**src/sv/lfpd_pkg.sv**
```systemverilog
// Package for the line-follow PID drive: field widths, constants, register
// indexes and the structures shared between the pipeline stages.
// No dependencies.
package lfpd_pkg;

    localparam int unsigned SENSOR_COUNT_DEF = 8;
    localparam int unsigned MAX_SENSORS      = 8;

    localparam int unsigned POS_W      = 13;
    localparam int unsigned LEVEL_W    = 10;
    localparam int unsigned GAIN_W     = 18;
    localparam int unsigned SPEED_W    = 8;
    localparam int unsigned OFFSET_W   = 8;
    localparam int unsigned CORR_W     = 9;
    localparam int unsigned ERR_W      = 13;
    localparam int unsigned INTEG_W    = 11;
    localparam int unsigned PROD_W     = 33;
    localparam int unsigned ACC_W      = 35;
    localparam int unsigned FRAC_BITS  = 16;
    localparam int unsigned CFG_IDX_W  = 3;
    localparam int unsigned CFG_DATA_W = 18;

    localparam int unsigned POS_MAX      = 7000;
    localparam int unsigned POS_CENTER   = 3500;
    localparam int unsigned LEVEL_THRESH = 500;
    localparam int unsigned INTEG_LIMIT  = 600;
    localparam int unsigned CORR_LIMIT   = 150;
    localparam int unsigned BASE_FAST    = 200;
    localparam int unsigned BASE_MID     = 160;
    localparam int unsigned BASE_SLOW    = 120;
    localparam int unsigned ERR_NEAR     = 200;
    localparam int unsigned ERR_FAR      = 2000;
    localparam int unsigned TURN_HIGH    = 120;
    localparam int unsigned TURN_LOW     = 60;

    localparam int unsigned GAIN_PROP_RST  = 22938;
    localparam int unsigned GAIN_INTEG_RST = 20;
    localparam int unsigned GAIN_DERIV_RST = 13107;
    localparam int unsigned MAX_SPEED_RST  = 255;

    typedef enum logic [CFG_IDX_W-1:0] {
        REG_GAIN_PROP    = 3'd0,
        REG_GAIN_INTEG   = 3'd1,
        REG_GAIN_DERIV   = 3'd2,
        REG_MAX_SPEED    = 3'd3,
        REG_OFFSET_LEFT  = 3'd4,
        REG_OFFSET_RIGHT = 3'd5
    } reg_index_t;

    typedef struct packed {
        logic [GAIN_W-1:0]          gain_prop;
        logic [GAIN_W-1:0]          gain_integ;
        logic [GAIN_W-1:0]          gain_deriv;
        logic [SPEED_W-1:0]         max_speed;
        logic signed [OFFSET_W-1:0] offset_left;
        logic signed [OFFSET_W-1:0] offset_right;
    } cfg_t;

    typedef struct packed {
        logic                     lost;
        logic                     turn_right;
        logic [SPEED_W-1:0]       base;
        logic signed [PROD_W-1:0] prod_p;
        logic signed [PROD_W-1:0] prod_i;
        logic signed [PROD_W-1:0] prod_d;
    } pid_stage_t;

endpackage

```
**src/sv/lfpd_if.sv**
```systemverilog
// Channel interfaces of the line-follow PID drive: scan requests in and
// drive results out, each with valid, ready and payload.
// Depends on lfpd_pkg.
interface lfpd_scan_if;
    logic                          valid;
    logic                          ready;
    logic [lfpd_pkg::POS_W-1:0]    position;
    logic [lfpd_pkg::LEVEL_W-1:0]  level_0;
    logic [lfpd_pkg::LEVEL_W-1:0]  level_1;
    logic [lfpd_pkg::LEVEL_W-1:0]  level_2;
    logic [lfpd_pkg::LEVEL_W-1:0]  level_3;
    logic [lfpd_pkg::LEVEL_W-1:0]  level_4;
    logic [lfpd_pkg::LEVEL_W-1:0]  level_5;
    logic [lfpd_pkg::LEVEL_W-1:0]  level_6;
    logic [lfpd_pkg::LEVEL_W-1:0]  level_7;

    modport source (
        output valid, position, level_0, level_1, level_2, level_3,
               level_4, level_5, level_6, level_7,
        input  ready
    );
    modport sink (
        input  valid, position, level_0, level_1, level_2, level_3,
               level_4, level_5, level_6, level_7,
        output ready
    );
endinterface

interface lfpd_drive_if;
    logic                                valid;
    logic                                ready;
    logic [lfpd_pkg::SPEED_W-1:0]        left_drive;
    logic [lfpd_pkg::SPEED_W-1:0]        right_drive;
    logic                                line_lost;
    logic signed [lfpd_pkg::CORR_W-1:0]  correction;

    modport source (
        output valid, left_drive, right_drive, line_lost, correction,
        input  ready
    );
    modport sink (
        input  valid, left_drive, right_drive, line_lost, correction,
        output ready
    );
endinterface

```
**src/sv/lfpd_cfg_regs.sv**
```systemverilog
// Configuration register bank of the line-follow PID drive: gains, speed
// limit and motor offsets, written through a plain write port.
// Depends on lfpd_pkg.
module lfpd_cfg_regs (
    input  logic                              clk,
    input  logic                              rst_n,
    input  logic                              cfg_we,
    input  logic [lfpd_pkg::CFG_IDX_W-1:0]    cfg_index,
    input  logic [lfpd_pkg::CFG_DATA_W-1:0]   cfg_data,
    output lfpd_pkg::cfg_t                    cfg
);
    import lfpd_pkg::*;

    cfg_t cfg_reg;

    always_ff @(posedge clk or negedge rst_n)
    begin
        if (!rst_n)
        begin
            cfg_reg.gain_prop    <= GAIN_W'(GAIN_PROP_RST);
            cfg_reg.gain_integ   <= GAIN_W'(GAIN_INTEG_RST);
            cfg_reg.gain_deriv   <= GAIN_W'(GAIN_DERIV_RST);
            cfg_reg.max_speed    <= SPEED_W'(MAX_SPEED_RST);
            cfg_reg.offset_left  <= '0;
            cfg_reg.offset_right <= '0;
        end
        else if (cfg_we)
        begin
            unique case (reg_index_t'(cfg_index))
                REG_GAIN_PROP:    cfg_reg.gain_prop    <= cfg_data[GAIN_W-1:0];
                REG_GAIN_INTEG:   cfg_reg.gain_integ   <= cfg_data[GAIN_W-1:0];
                REG_GAIN_DERIV:   cfg_reg.gain_deriv   <= cfg_data[GAIN_W-1:0];
                REG_MAX_SPEED:    cfg_reg.max_speed    <= cfg_data[SPEED_W-1:0];
                REG_OFFSET_LEFT:  cfg_reg.offset_left  <= $signed(cfg_data[OFFSET_W-1:0]);
                REG_OFFSET_RIGHT: cfg_reg.offset_right <= $signed(cfg_data[OFFSET_W-1:0]);
                default:          ;
            endcase
        end
    end

    assign cfg = cfg_reg;

endmodule

```
**src/sv/lfpd_err_stage.sv**
```systemverilog
// Front stages of the line-follow PID drive: the scan input register, the
// error, line-lost and integral logic with the loop state, and the product register.
// Depends on lfpd_pkg and lfpd_if.
module lfpd_err_stage #(
    parameter int unsigned SENSOR_COUNT = lfpd_pkg::SENSOR_COUNT_DEF
) (
    input  logic                    clk,
    input  logic                    rst_n,
    input  lfpd_pkg::cfg_t          cfg,
    lfpd_scan_if.sink               scan,
    input  logic                    next_ready,
    output logic                    pid_valid,
    output lfpd_pkg::pid_stage_t    pid
);
    import lfpd_pkg::*;

    localparam int unsigned CNT_W = $clog2(SENSOR_COUNT + 1);

    logic                       scan_valid_reg;
    logic [POS_W-1:0]           pos_reg;
    logic [LEVEL_W-1:0]         level_reg [SENSOR_COUNT];
    logic [LEVEL_W-1:0]         level_in  [MAX_SENSORS];

    logic signed [ERR_W-1:0]    last_err_reg;
    logic signed [INTEG_W-1:0]  integ_reg;

    logic                       pid_valid_reg;
    pid_stage_t                 pid_reg;

    logic                       scan_adv;
    logic                       pid_adv;
    logic [POS_W-1:0]           pos_sat;
    logic signed [ERR_W:0]      err_wide;
    logic signed [ERR_W-1:0]    err_c;
    logic [CNT_W-1:0]           active_cnt;
    logic                       lost_c;
    logic signed [ERR_W:0]      integ_sum_c;
    logic signed [INTEG_W-1:0]  integ_new;
    logic signed [ERR_W:0]      deriv_c;
    logic signed [ERR_W-1:0]    mag_c;
    logic [SPEED_W-1:0]         base_c;
    pid_stage_t                 pid_c;

    assign pid_adv    = !pid_valid_reg || next_ready;
    assign scan_adv   = !scan_valid_reg || pid_adv;
    assign scan.ready = scan_adv;

    always_comb
    begin
        level_in[0] = scan.level_0;
        level_in[1] = scan.level_1;
        level_in[2] = scan.level_2;
        level_in[3] = scan.level_3;
        level_in[4] = scan.level_4;
        level_in[5] = scan.level_5;
        level_in[6] = scan.level_6;
        level_in[7] = scan.level_7;
    end

    always_ff @(posedge clk or negedge rst_n)
    begin
        if (!rst_n)
        begin
            scan_valid_reg <= 1'b0;
        end
        else if (scan_adv)
        begin
            scan_valid_reg <= scan.valid;
        end
    end

    always_ff @(posedge clk)
    begin
        if (scan_adv && scan.valid)
        begin
            pos_reg <= scan.position;
            for (int i = 0; i < SENSOR_COUNT; i++)
            begin
                level_reg[i] <= level_in[i];
            end
        end
    end

    always_comb
    begin
        pos_sat  = (pos_reg > POS_W'(POS_MAX)) ? POS_W'(POS_MAX) : pos_reg;
        err_wide = $signed({1'b0, pos_sat}) - $signed((ERR_W + 1)'(POS_CENTER));
        err_c    = err_wide[ERR_W-1:0];

        active_cnt = '0;
        for (int i = 0; i < SENSOR_COUNT; i++)
        begin
            if (level_reg[i] > LEVEL_W'(LEVEL_THRESH))
            begin
                active_cnt = active_cnt + CNT_W'(1);
            end
        end
        lost_c = (active_cnt < CNT_W'(2));

        integ_sum_c = (ERR_W + 1)'(integ_reg) + (ERR_W + 1)'(err_c);
        if (integ_sum_c > $signed((ERR_W + 1)'(INTEG_LIMIT)))
        begin
            integ_new = $signed(INTEG_W'(INTEG_LIMIT));
        end
        else if (integ_sum_c < -$signed((ERR_W + 1)'(INTEG_LIMIT)))
        begin
            integ_new = -$signed(INTEG_W'(INTEG_LIMIT));
        end
        else
        begin
            integ_new = integ_sum_c[INTEG_W-1:0];
        end

        deriv_c = (ERR_W + 1)'(err_c) - (ERR_W + 1)'(last_err_reg);

        mag_c = err_c[ERR_W-1] ? -err_c : err_c;
        if (mag_c < $signed(ERR_W'(ERR_NEAR)))
        begin
            base_c = SPEED_W'(BASE_FAST);
        end
        else if (mag_c > $signed(ERR_W'(ERR_FAR)))
        begin
            base_c = SPEED_W'(BASE_SLOW);
        end
        else
        begin
            base_c = SPEED_W'(BASE_MID);
        end

        pid_c.lost       = lost_c;
        pid_c.turn_right = (last_err_reg > 0);
        pid_c.base       = base_c;
        pid_c.prod_p     = PROD_W'($signed({1'b0, cfg.gain_prop}))  * PROD_W'(err_c);
        pid_c.prod_i     = PROD_W'($signed({1'b0, cfg.gain_integ})) * PROD_W'(integ_new);
        pid_c.prod_d     = PROD_W'($signed({1'b0, cfg.gain_deriv})) * PROD_W'(deriv_c);
    end

    // The loop state moves only when a tracked scan passes into the product register.
    always_ff @(posedge clk or negedge rst_n)
    begin
        if (!rst_n)
        begin
            last_err_reg  <= '0;
            integ_reg     <= '0;
            pid_valid_reg <= 1'b0;
        end
        else if (pid_adv)
        begin
            pid_valid_reg <= scan_valid_reg;
            if (scan_valid_reg && !lost_c)
            begin
                last_err_reg <= err_c;
                integ_reg    <= integ_new;
            end
        end
    end

    always_ff @(posedge clk)
    begin
        if (pid_adv && scan_valid_reg)
        begin
            pid_reg <= pid_c;
        end
    end

    assign pid_valid = pid_valid_reg;
    assign pid       = pid_reg;

    assert property (@(posedge clk) disable iff (!rst_n)
        (integ_reg <= $signed(INTEG_W'(INTEG_LIMIT)))
        && (integ_reg >= -$signed(INTEG_W'(INTEG_LIMIT))))
        else $error("Integral state left its saturation range.");

    assert property (@(posedge clk) disable iff (!rst_n)
        (!scan_valid_reg || !pid_adv || lost_c)
        |=> ($stable(integ_reg) && $stable(last_err_reg)))
        else $error("Loop state changed without a tracked scan passing.");

endmodule

```
**src/sv/lfpd_mix_stage.sv**
```systemverilog
// Back stage of the line-follow PID drive: sums the products, scales and saturates the
// correction, mixes (or turns if lost) and clamps the drives into the result register.
// Depends on lfpd_pkg and lfpd_if.
module lfpd_mix_stage (
    input  logic                    clk,
    input  logic                    rst_n,
    input  lfpd_pkg::cfg_t          cfg,
    input  logic                    pid_valid,
    input  lfpd_pkg::pid_stage_t    pid,
    output logic                    next_ready,
    lfpd_drive_if.source            drive
);
    import lfpd_pkg::*;

    localparam int unsigned Q_W   = ACC_W - FRAC_BITS;
    localparam int unsigned RAW_W = SPEED_W + 3;
    localparam int unsigned RND   = (2 ** FRAC_BITS) - 1;

    logic                       out_valid_reg;
    logic [SPEED_W-1:0]         left_reg;
    logic [SPEED_W-1:0]         right_reg;
    logic                       lost_reg;
    logic signed [CORR_W-1:0]   corr_reg;

    logic                       out_adv;
    logic signed [ACC_W-1:0]    acc_c;
    logic signed [ACC_W-1:0]    acc_adj;
    logic signed [Q_W-1:0]      q_c;
    logic signed [Q_W-1:0]      q_lim;
    logic signed [CORR_W-1:0]   corr_c;
    logic signed [RAW_W-1:0]    base_s;
    logic signed [RAW_W-1:0]    corr_s;
    logic signed [RAW_W-1:0]    raw_left;
    logic signed [RAW_W-1:0]    raw_right;
    logic [SPEED_W-1:0]         left_c;
    logic [SPEED_W-1:0]         right_c;

    // Clamps a raw speed to the drive range, adds the motor offset and clamps again.
    function automatic logic [SPEED_W-1:0] drive_limit(
        input logic signed [RAW_W-1:0]    raw,
        input logic [SPEED_W-1:0]         max_s,
        input logic signed [OFFSET_W-1:0] off
    );
        logic [SPEED_W-1:0]      v1;
        logic signed [RAW_W-1:0] v2;
        logic signed [RAW_W-1:0] max_w;
        logic [SPEED_W-1:0]      res;
        max_w = $signed(RAW_W'(max_s));
        if (raw < 0)
        begin
            v1 = '0;
        end
        else if (raw > max_w)
        begin
            v1 = max_s;
        end
        else
        begin
            v1 = raw[SPEED_W-1:0];
        end
        v2 = $signed(RAW_W'(v1)) + RAW_W'(off);
        if (v2 < 0)
        begin
            res = '0;
        end
        else if (v2 > max_w)
        begin
            res = max_s;
        end
        else
        begin
            res = v2[SPEED_W-1:0];
        end
        return res;
    endfunction

    assign out_adv    = !out_valid_reg || drive.ready;
    assign next_ready = out_adv;

    always_comb
    begin
        acc_c   = ACC_W'(pid.prod_p) + ACC_W'(pid.prod_i) + ACC_W'(pid.prod_d);
        // Bias negative sums so the arithmetic shift truncates toward zero.
        acc_adj = acc_c + (acc_c[ACC_W-1] ? $signed(ACC_W'(RND)) : $signed(ACC_W'(0)));
        q_c     = Q_W'(acc_adj >>> FRAC_BITS);

        if (q_c > $signed(Q_W'(CORR_LIMIT)))
        begin
            q_lim = $signed(Q_W'(CORR_LIMIT));
        end
        else if (q_c < -$signed(Q_W'(CORR_LIMIT)))
        begin
            q_lim = -$signed(Q_W'(CORR_LIMIT));
        end
        else
        begin
            q_lim = q_c;
        end
        corr_c = pid.lost ? '0 : q_lim[CORR_W-1:0];

        base_s = $signed(RAW_W'(pid.base));
        corr_s = RAW_W'(corr_c);
        if (pid.lost)
        begin
            raw_left  = $signed(RAW_W'(pid.turn_right ? TURN_HIGH : TURN_LOW));
            raw_right = $signed(RAW_W'(pid.turn_right ? TURN_LOW : TURN_HIGH));
        end
        else
        begin
            raw_left  = base_s + corr_s;
            raw_right = base_s - corr_s;
        end

        left_c  = drive_limit(raw_left, cfg.max_speed, cfg.offset_left);
        right_c = drive_limit(raw_right, cfg.max_speed, cfg.offset_right);
    end

    always_ff @(posedge clk or negedge rst_n)
    begin
        if (!rst_n)
        begin
            out_valid_reg <= 1'b0;
        end
        else if (out_adv)
        begin
            out_valid_reg <= pid_valid;
        end
    end

    always_ff @(posedge clk)
    begin
        if (out_adv && pid_valid)
        begin
            left_reg  <= left_c;
            right_reg <= right_c;
            lost_reg  <= pid.lost;
            corr_reg  <= corr_c;
        end
    end

    assign drive.valid       = out_valid_reg;
    assign drive.left_drive  = left_reg;
    assign drive.right_drive = right_reg;
    assign drive.line_lost   = lost_reg;
    assign drive.correction  = corr_reg;

    assert property (@(posedge clk) disable iff (!rst_n)
        (out_valid_reg && lost_reg) |-> (corr_reg == '0))
        else $error("Correction is not zero on a lost-line result.");

    assert property (@(posedge clk) disable iff (!rst_n)
        out_valid_reg |-> ((corr_reg <= $signed(CORR_W'(CORR_LIMIT)))
        && (corr_reg >= -$signed(CORR_W'(CORR_LIMIT)))))
        else $error("Correction outside its saturation range.");

endmodule

```
**src/sv/line_follow_pid_drive.sv**
```systemverilog
// Line-follow PID drive, top level. A scan request passes through the input register, the
// product register and the result register. Throughput: one scan per cycle while results
// are taken; the integral and last-error loop closes at the product register.
// Reset: configuration returns to its defaults, integral and last error clear to zero,
// and the pipeline empties. Depends on lfpd_pkg, lfpd_if and the lfpd stage modules.
module line_follow_pid_drive #(
    parameter int unsigned SENSOR_COUNT = lfpd_pkg::SENSOR_COUNT_DEF
) (
    input  logic                              clk,
    input  logic                              rst_n,
    input  logic                              cfg_we,
    input  logic [lfpd_pkg::CFG_IDX_W-1:0]    cfg_index,
    input  logic [lfpd_pkg::CFG_DATA_W-1:0]   cfg_data,
    lfpd_scan_if.sink                         scan,
    lfpd_drive_if.source                      drive
);
    import lfpd_pkg::*;

    cfg_t       cfg;
    logic       pid_valid;
    pid_stage_t pid;
    logic       mix_ready;

    lfpd_cfg_regs u_cfg_regs (
        .clk       (clk),
        .rst_n     (rst_n),
        .cfg_we    (cfg_we),
        .cfg_index (cfg_index),
        .cfg_data  (cfg_data),
        .cfg       (cfg)
    );

    lfpd_err_stage #(
        .SENSOR_COUNT (SENSOR_COUNT)
    ) u_err_stage (
        .clk        (clk),
        .rst_n      (rst_n),
        .cfg        (cfg),
        .scan       (scan),
        .next_ready (mix_ready),
        .pid_valid  (pid_valid),
        .pid        (pid)
    );

    lfpd_mix_stage u_mix_stage (
        .clk        (clk),
        .rst_n      (rst_n),
        .cfg        (cfg),
        .pid_valid  (pid_valid),
        .pid        (pid),
        .next_ready (mix_ready),
        .drive      (drive)
    );

    assert property (@(posedge clk) disable iff (!rst_n)
        !drive.valid |-> scan.ready)
        else $error("Scan requests refused while the result register is empty.");

endmodule
```
**src/flat_wrapper.sv**
```systemverilog
// flat-port wrapper written by rule: the top's interface ports become plain ports
module line_follow_pid_drive_flat import lfpd_pkg::*;
#(
    parameter int unsigned SENSOR_COUNT = lfpd_pkg::SENSOR_COUNT_DEF
)
  (clk, rst_n, cfg_we, cfg_index, cfg_data, scan_valid, scan_position, scan_level_0, scan_level_1, scan_level_2, scan_level_3, scan_level_4, scan_level_5, scan_level_6, scan_level_7, scan_ready, drive_valid, drive_left_drive, drive_right_drive, drive_line_lost, drive_correction, drive_ready);
  lfpd_scan_if scan_i ();
  lfpd_drive_if drive_i ();
  input  logic clk;
  input  logic rst_n;
  input  logic cfg_we;
  input  logic [lfpd_pkg::CFG_IDX_W-1:0] cfg_index;
  input  logic [lfpd_pkg::CFG_DATA_W-1:0] cfg_data;
  input wire logic [$bits(scan_i.valid)-1:0] scan_valid;
  input wire logic [$bits(scan_i.position)-1:0] scan_position;
  input wire logic [$bits(scan_i.level_0)-1:0] scan_level_0;
  input wire logic [$bits(scan_i.level_1)-1:0] scan_level_1;
  input wire logic [$bits(scan_i.level_2)-1:0] scan_level_2;
  input wire logic [$bits(scan_i.level_3)-1:0] scan_level_3;
  input wire logic [$bits(scan_i.level_4)-1:0] scan_level_4;
  input wire logic [$bits(scan_i.level_5)-1:0] scan_level_5;
  input wire logic [$bits(scan_i.level_6)-1:0] scan_level_6;
  input wire logic [$bits(scan_i.level_7)-1:0] scan_level_7;
  output wire logic [$bits(scan_i.ready)-1:0] scan_ready;
  output wire logic [$bits(drive_i.valid)-1:0] drive_valid;
  output wire logic [$bits(drive_i.left_drive)-1:0] drive_left_drive;
  output wire logic [$bits(drive_i.right_drive)-1:0] drive_right_drive;
  output wire logic [$bits(drive_i.line_lost)-1:0] drive_line_lost;
  output wire logic [$bits(drive_i.correction)-1:0] drive_correction;
  input wire logic [$bits(drive_i.ready)-1:0] drive_ready;
  assign scan_i.valid = scan_valid;
  assign scan_i.position = scan_position;
  assign scan_i.level_0 = scan_level_0;
  assign scan_i.level_1 = scan_level_1;
  assign scan_i.level_2 = scan_level_2;
  assign scan_i.level_3 = scan_level_3;
  assign scan_i.level_4 = scan_level_4;
  assign scan_i.level_5 = scan_level_5;
  assign scan_i.level_6 = scan_level_6;
  assign scan_i.level_7 = scan_level_7;
  assign scan_ready = scan_i.ready;
  assign drive_valid = drive_i.valid;
  assign drive_left_drive = drive_i.left_drive;
  assign drive_right_drive = drive_i.right_drive;
  assign drive_line_lost = drive_i.line_lost;
  assign drive_correction = drive_i.correction;
  assign drive_i.ready = drive_ready;
  line_follow_pid_drive #(.SENSOR_COUNT(SENSOR_COUNT)) u_core (.clk(clk), .rst_n(rst_n), .cfg_we(cfg_we), .cfg_index(cfg_index), .cfg_data(cfg_data), .scan(scan_i), .drive(drive_i));
endmodule
```
**config.mk**
```make
export PLATFORM = sky130hd
export DESIGN_NAME = line_follow_pid_drive_flat
export DESIGN_NICKNAME = d
export VERILOG_FILES = /design/src/sv/lfpd_pkg.sv /design/src/sv/lfpd_if.sv /design/src/sv/lfpd_cfg_regs.sv /design/src/sv/lfpd_err_stage.sv /design/src/sv/lfpd_mix_stage.sv /design/src/sv/line_follow_pid_drive.sv /design/src/flat_wrapper.sv
export SDC_FILE = /design/constraint.sdc
export NUM_CORES = 2
export LEC_CHECK = 0
export BUFFER_PORTS_ARGS = -buffer_cell sky130_fd_sc_hd__buf_2
export CORE_UTILIZATION = 55
export CTS_CLUSTER_SIZE = 24
export DETAILED_ROUTE_END_ITERATION = 8
export PLACE_DENSITY = 0.82
export SETUP_SLACK_MARGIN = 0.4
export SYNTH_ARGS = -nofsm -noshare
export SYNTH_HDL_FRONTEND = slang
export SYNTH_SLANG_ARGS = --single-unit
```
**constraint.sdc**
```tcl
create_clock -name clk -period 12.6 [get_ports clk]
set_input_delay 1.26 -clock clk [delete_from_list [all_inputs] [get_ports clk]]
set_output_delay 1.26 -clock clk [all_outputs]
set_load 0.05 [all_outputs]
```
==> metrics.cfg <==
[status]
outcome=complete, no violations

[critical_path]
cpPeakStageDelay_ns=0.55
crit_family=compound AO/OA/AOI/OAI gates
end_kind=register
cp_slowest_cell=fa_1
cp_num_buf_inv=6
start_kind=register
crit_required_ns=12.90
worstSetupPathType=reg -> reg
cp_max_fo=10
crit_cells=59
arrival_ns=12.00
r2r_cells=59
crit_top_cell=ha_1

[sta]
report.final.slew_viol_count=0
setup_viol=0
worst_pin_slew_ns=1.183
slew_headroom=0.2115
hold_viol_final=0
min_period_ns=11.71
period_share=0.9290
fin_setup_tns_ns=0
fmax_mhz=85.43
rsz0062_at_grt=yes
fin_skew_ns=0.03069

[cts]
tritoncts_num_sinks=325
cts_buffer_depth=3
cts_tree=done
worstSkewPairLatency_ns=0.59
cts_buffers=40
cts_root_buf=clkbuf_16
h-tree-depth=2
clk_pin_slew_ns=0.06

[synthesis]
synth_nets=5258
synthFlopType=edfxtp_1
syn-instance-count=4144
synth-warning-count=0
avgSynthCellArea_um2=9.941
yosys.cell_types.count=90
synth_edf_count=220
synth_area_um2=41190
synth_seq_cells=325
async_reset_ff_frac=0.3231
synth-seq-area-share=0.2249

[layout]
final_nets=5359
largest_reg_flops=101
drive_gt1_frac=0.1136
area_growth_pct=8.161
fillers=5976

[global_route]
grt_max_degree=89
overflow=0
grt_pass1_wl_um=165100
grt_use_total=0.2792
antenna_found_initial=4
grt_pass1_vias=31077

[die]
initial_core_util=0.5599
core_area_um2=73580
die_area_um2=76000
dieHeight_um=275.7
io_pins=147
rows=99
die_x_um=275.7

[place]
gp_congestion=0.9352
hpwlAfterDp_um=80200
numPortBuffers=146

[routing]
post_drt_wl_per_cell_um=19.66
dr.pass1.iters=5
num_vias=30331
ant_nets=0
drc=0
drt-total-wl_um=103000
drtIter0Drc=2195
viasPerCell=5.791

[worst_hold_path]
whs_path_depth=1
min_path_type=reg -> reg

[job]
maxCapViolCount=0

## per-layer routing
metal / part of all wire / vias to the layer above / global-route usage / wire length, um
li1: - / 13752 / - / -
met1: 0.40 / 15078 / 0.3560 / 41410
met2: 0.47 / 1245 / 0.4621 / 48720
met3: 0.075 / 254 / 0.04976 / 7761
met4: 0.049 / 2 / 0.1301 / 5054
met5: 0.00011 / - / 0 / 11
## worst register-to-register path: cells and delay by family, from the launching register on
kind / cells / cell delay (ns)
AO/OA/AOI/OAI: 24 / 3.98
XOR/XNOR: 1 / 0.23
adder cells (fa/ha/maj): 10 / 3.15
buffers and inverters: 6 / 0.65
flip-flops: 1 / 0.41
multiplexers: 2 / 0.38
AND/OR/NAND/NOR: 16 / 2.63
## logic make-up (layout without fill, tap and decap cells)
family / Yosys count / in the layout / share of synthesized area
and+or+nand+nor: 1213 / 1213 / 0.1468
AOI/OAI and AO/OA: 519 / 520 / 0.08347
other: 0 / 2 / 0
xor gates and xnor gates: 172 / 172 / 0.03693
adders and majority gates: 995 / 995 / 0.4023
muxes: 121 / 121 / 0.03238
DFF: 325 / 325 / 0.2249
buffers and inverters: 799 / 931 / 0.07320
## final timing paths
kind	slack, ns	start	to
setup / recovery	0.89	u_core.u_err_stage.pid[1]	u_core.u_mix_stage.drive.left_drive[3]
hold / removal	0.48	u_core.u_err_stage.scan_valid_reg	u_core.u_err_stage.pid_valid
setup reg to reg	0.89	u_core.u_err_stage.pid[1]	u_core.u_mix_stage.drive.left_drive[3]
hold reg to reg	0.48	u_core.u_err_stage.scan_valid_reg	u_core.u_err_stage.pid_valid
max in group asynchronous	10.53	rst_n	u_core.u_cfg_regs.cfg[39]
min in group asynchronous	0.70	rst_n	u_core.u_cfg_regs.cfg[31]
## layout by cell type, fill, tap and decap left out, types with 26 or more instances in the layout
| cell type | count |
|---|---|
| nor2_1 | 159 |
| clkbuf_16 | 40 |
| nand3_1 | 32 |
| nor3_1 | 41 |
| o21bai_1 | 32 |
| ha_1 | 443 |
| a21o_1 | 33 |
| a21oi_1 | 147 |
| xor2_1 | 47 |
| edfxtp_1 | 220 |
| nand2_1 | 448 |
| a211oi_1 | 27 |
| or2_2 | 27 |
| xnor2_1 | 122 |
| dfstp_2 | 26 |
| mux2_2 | 98 |
| inv_1 | 650 |
| nor2b_1 | 50 |
| and2_1 | 220 |
| buf_4 | 56 |
| o21ai_0 | 91 |
| dfrtp_1 | 79 |
| fa_1 | 548 |
| and3_1 | 73 |
| nand2b_1 | 67 |
| buf_2 | 146 |
## through the flow
| step | instances | area [um^2] | hold WS (ns) | worst slack, ns | utilization |
|---|---|---|---|---|---|
| 3_3_place_gp | 5148 | 42940 | 0.4624 | 0.6979 | 0.5837 |
| 2_1_floorplan | 4144 | 41190 | 0.4244 | 1.555 | - |
| 4_1_cts | 5223 | 44300 | 0.4856 | 0.4641 | 0.6021 |
| 5_1_grt | 5236 | 44550 | 0.5104 | 0.3363 | 0.6055 |
| 3_5_place_dp | 5148 | 42940 | 0.4711 | 0.3627 | 0.5837 |
| 6_report | 5238 | 44560 | 0.4842 | 0.8941 | 0.6056 |
## synthesized netlist by cell type, types with 79 or more instances
| master | instances | share of area |
|---|---|---|
| a21oi_1 | 152 | 0.018 |
| ha_1 | 446 | 0.14 |
| inv_1 | 652 | 0.059 |
| edfxtp_1 | 220 | 0.16 |
| fa_1 | 549 | 0.27 |
| and2_1 | 222 | 0.034 |
| nand2_1 | 450 | 0.041 |
| o21ai_0 | 101 | 0.012 |
| mux2_2 | 98 | 0.027 |
| nor2_1 | 161 | 0.015 |
| dfrtp_1 | 79 | 0.048 |
| clkbuf_1 | 136 | 0.012 |
| xnor2_1 | 123 | 0.026 |
## area by class of cell
type,count,area (um^2),area share
Clock inverter,23,275.3,0.006178
Sequential cell,325,9266,0.2080
Clock buffer,51,1062,0.02384
Multi-Input combinational cell,3021,29130,0.6537
Tap cell,959,1200,0.02693
Antenna cell,2,5.005,0.0001123
Inverter,654,2460,0.05521
Timing Repair Buffer,203,1162,0.02609
## timing repair
| action | 4_1_cts | 5_1_grt |
|---|---|---|
| gates cloned | 0 | 2 |
| endpoints found under the setup margin | 8 | 25 |
| buffers inserted | 1 | 11 |
| hold buffers | 0 | 0 |
| pin swaps | 1 | 16 |
| resized for setup | 1 | 56 |
Power is not shown: default switching activity piles up to over one toggle a cycle in this logic, so the estimate is an artifact.
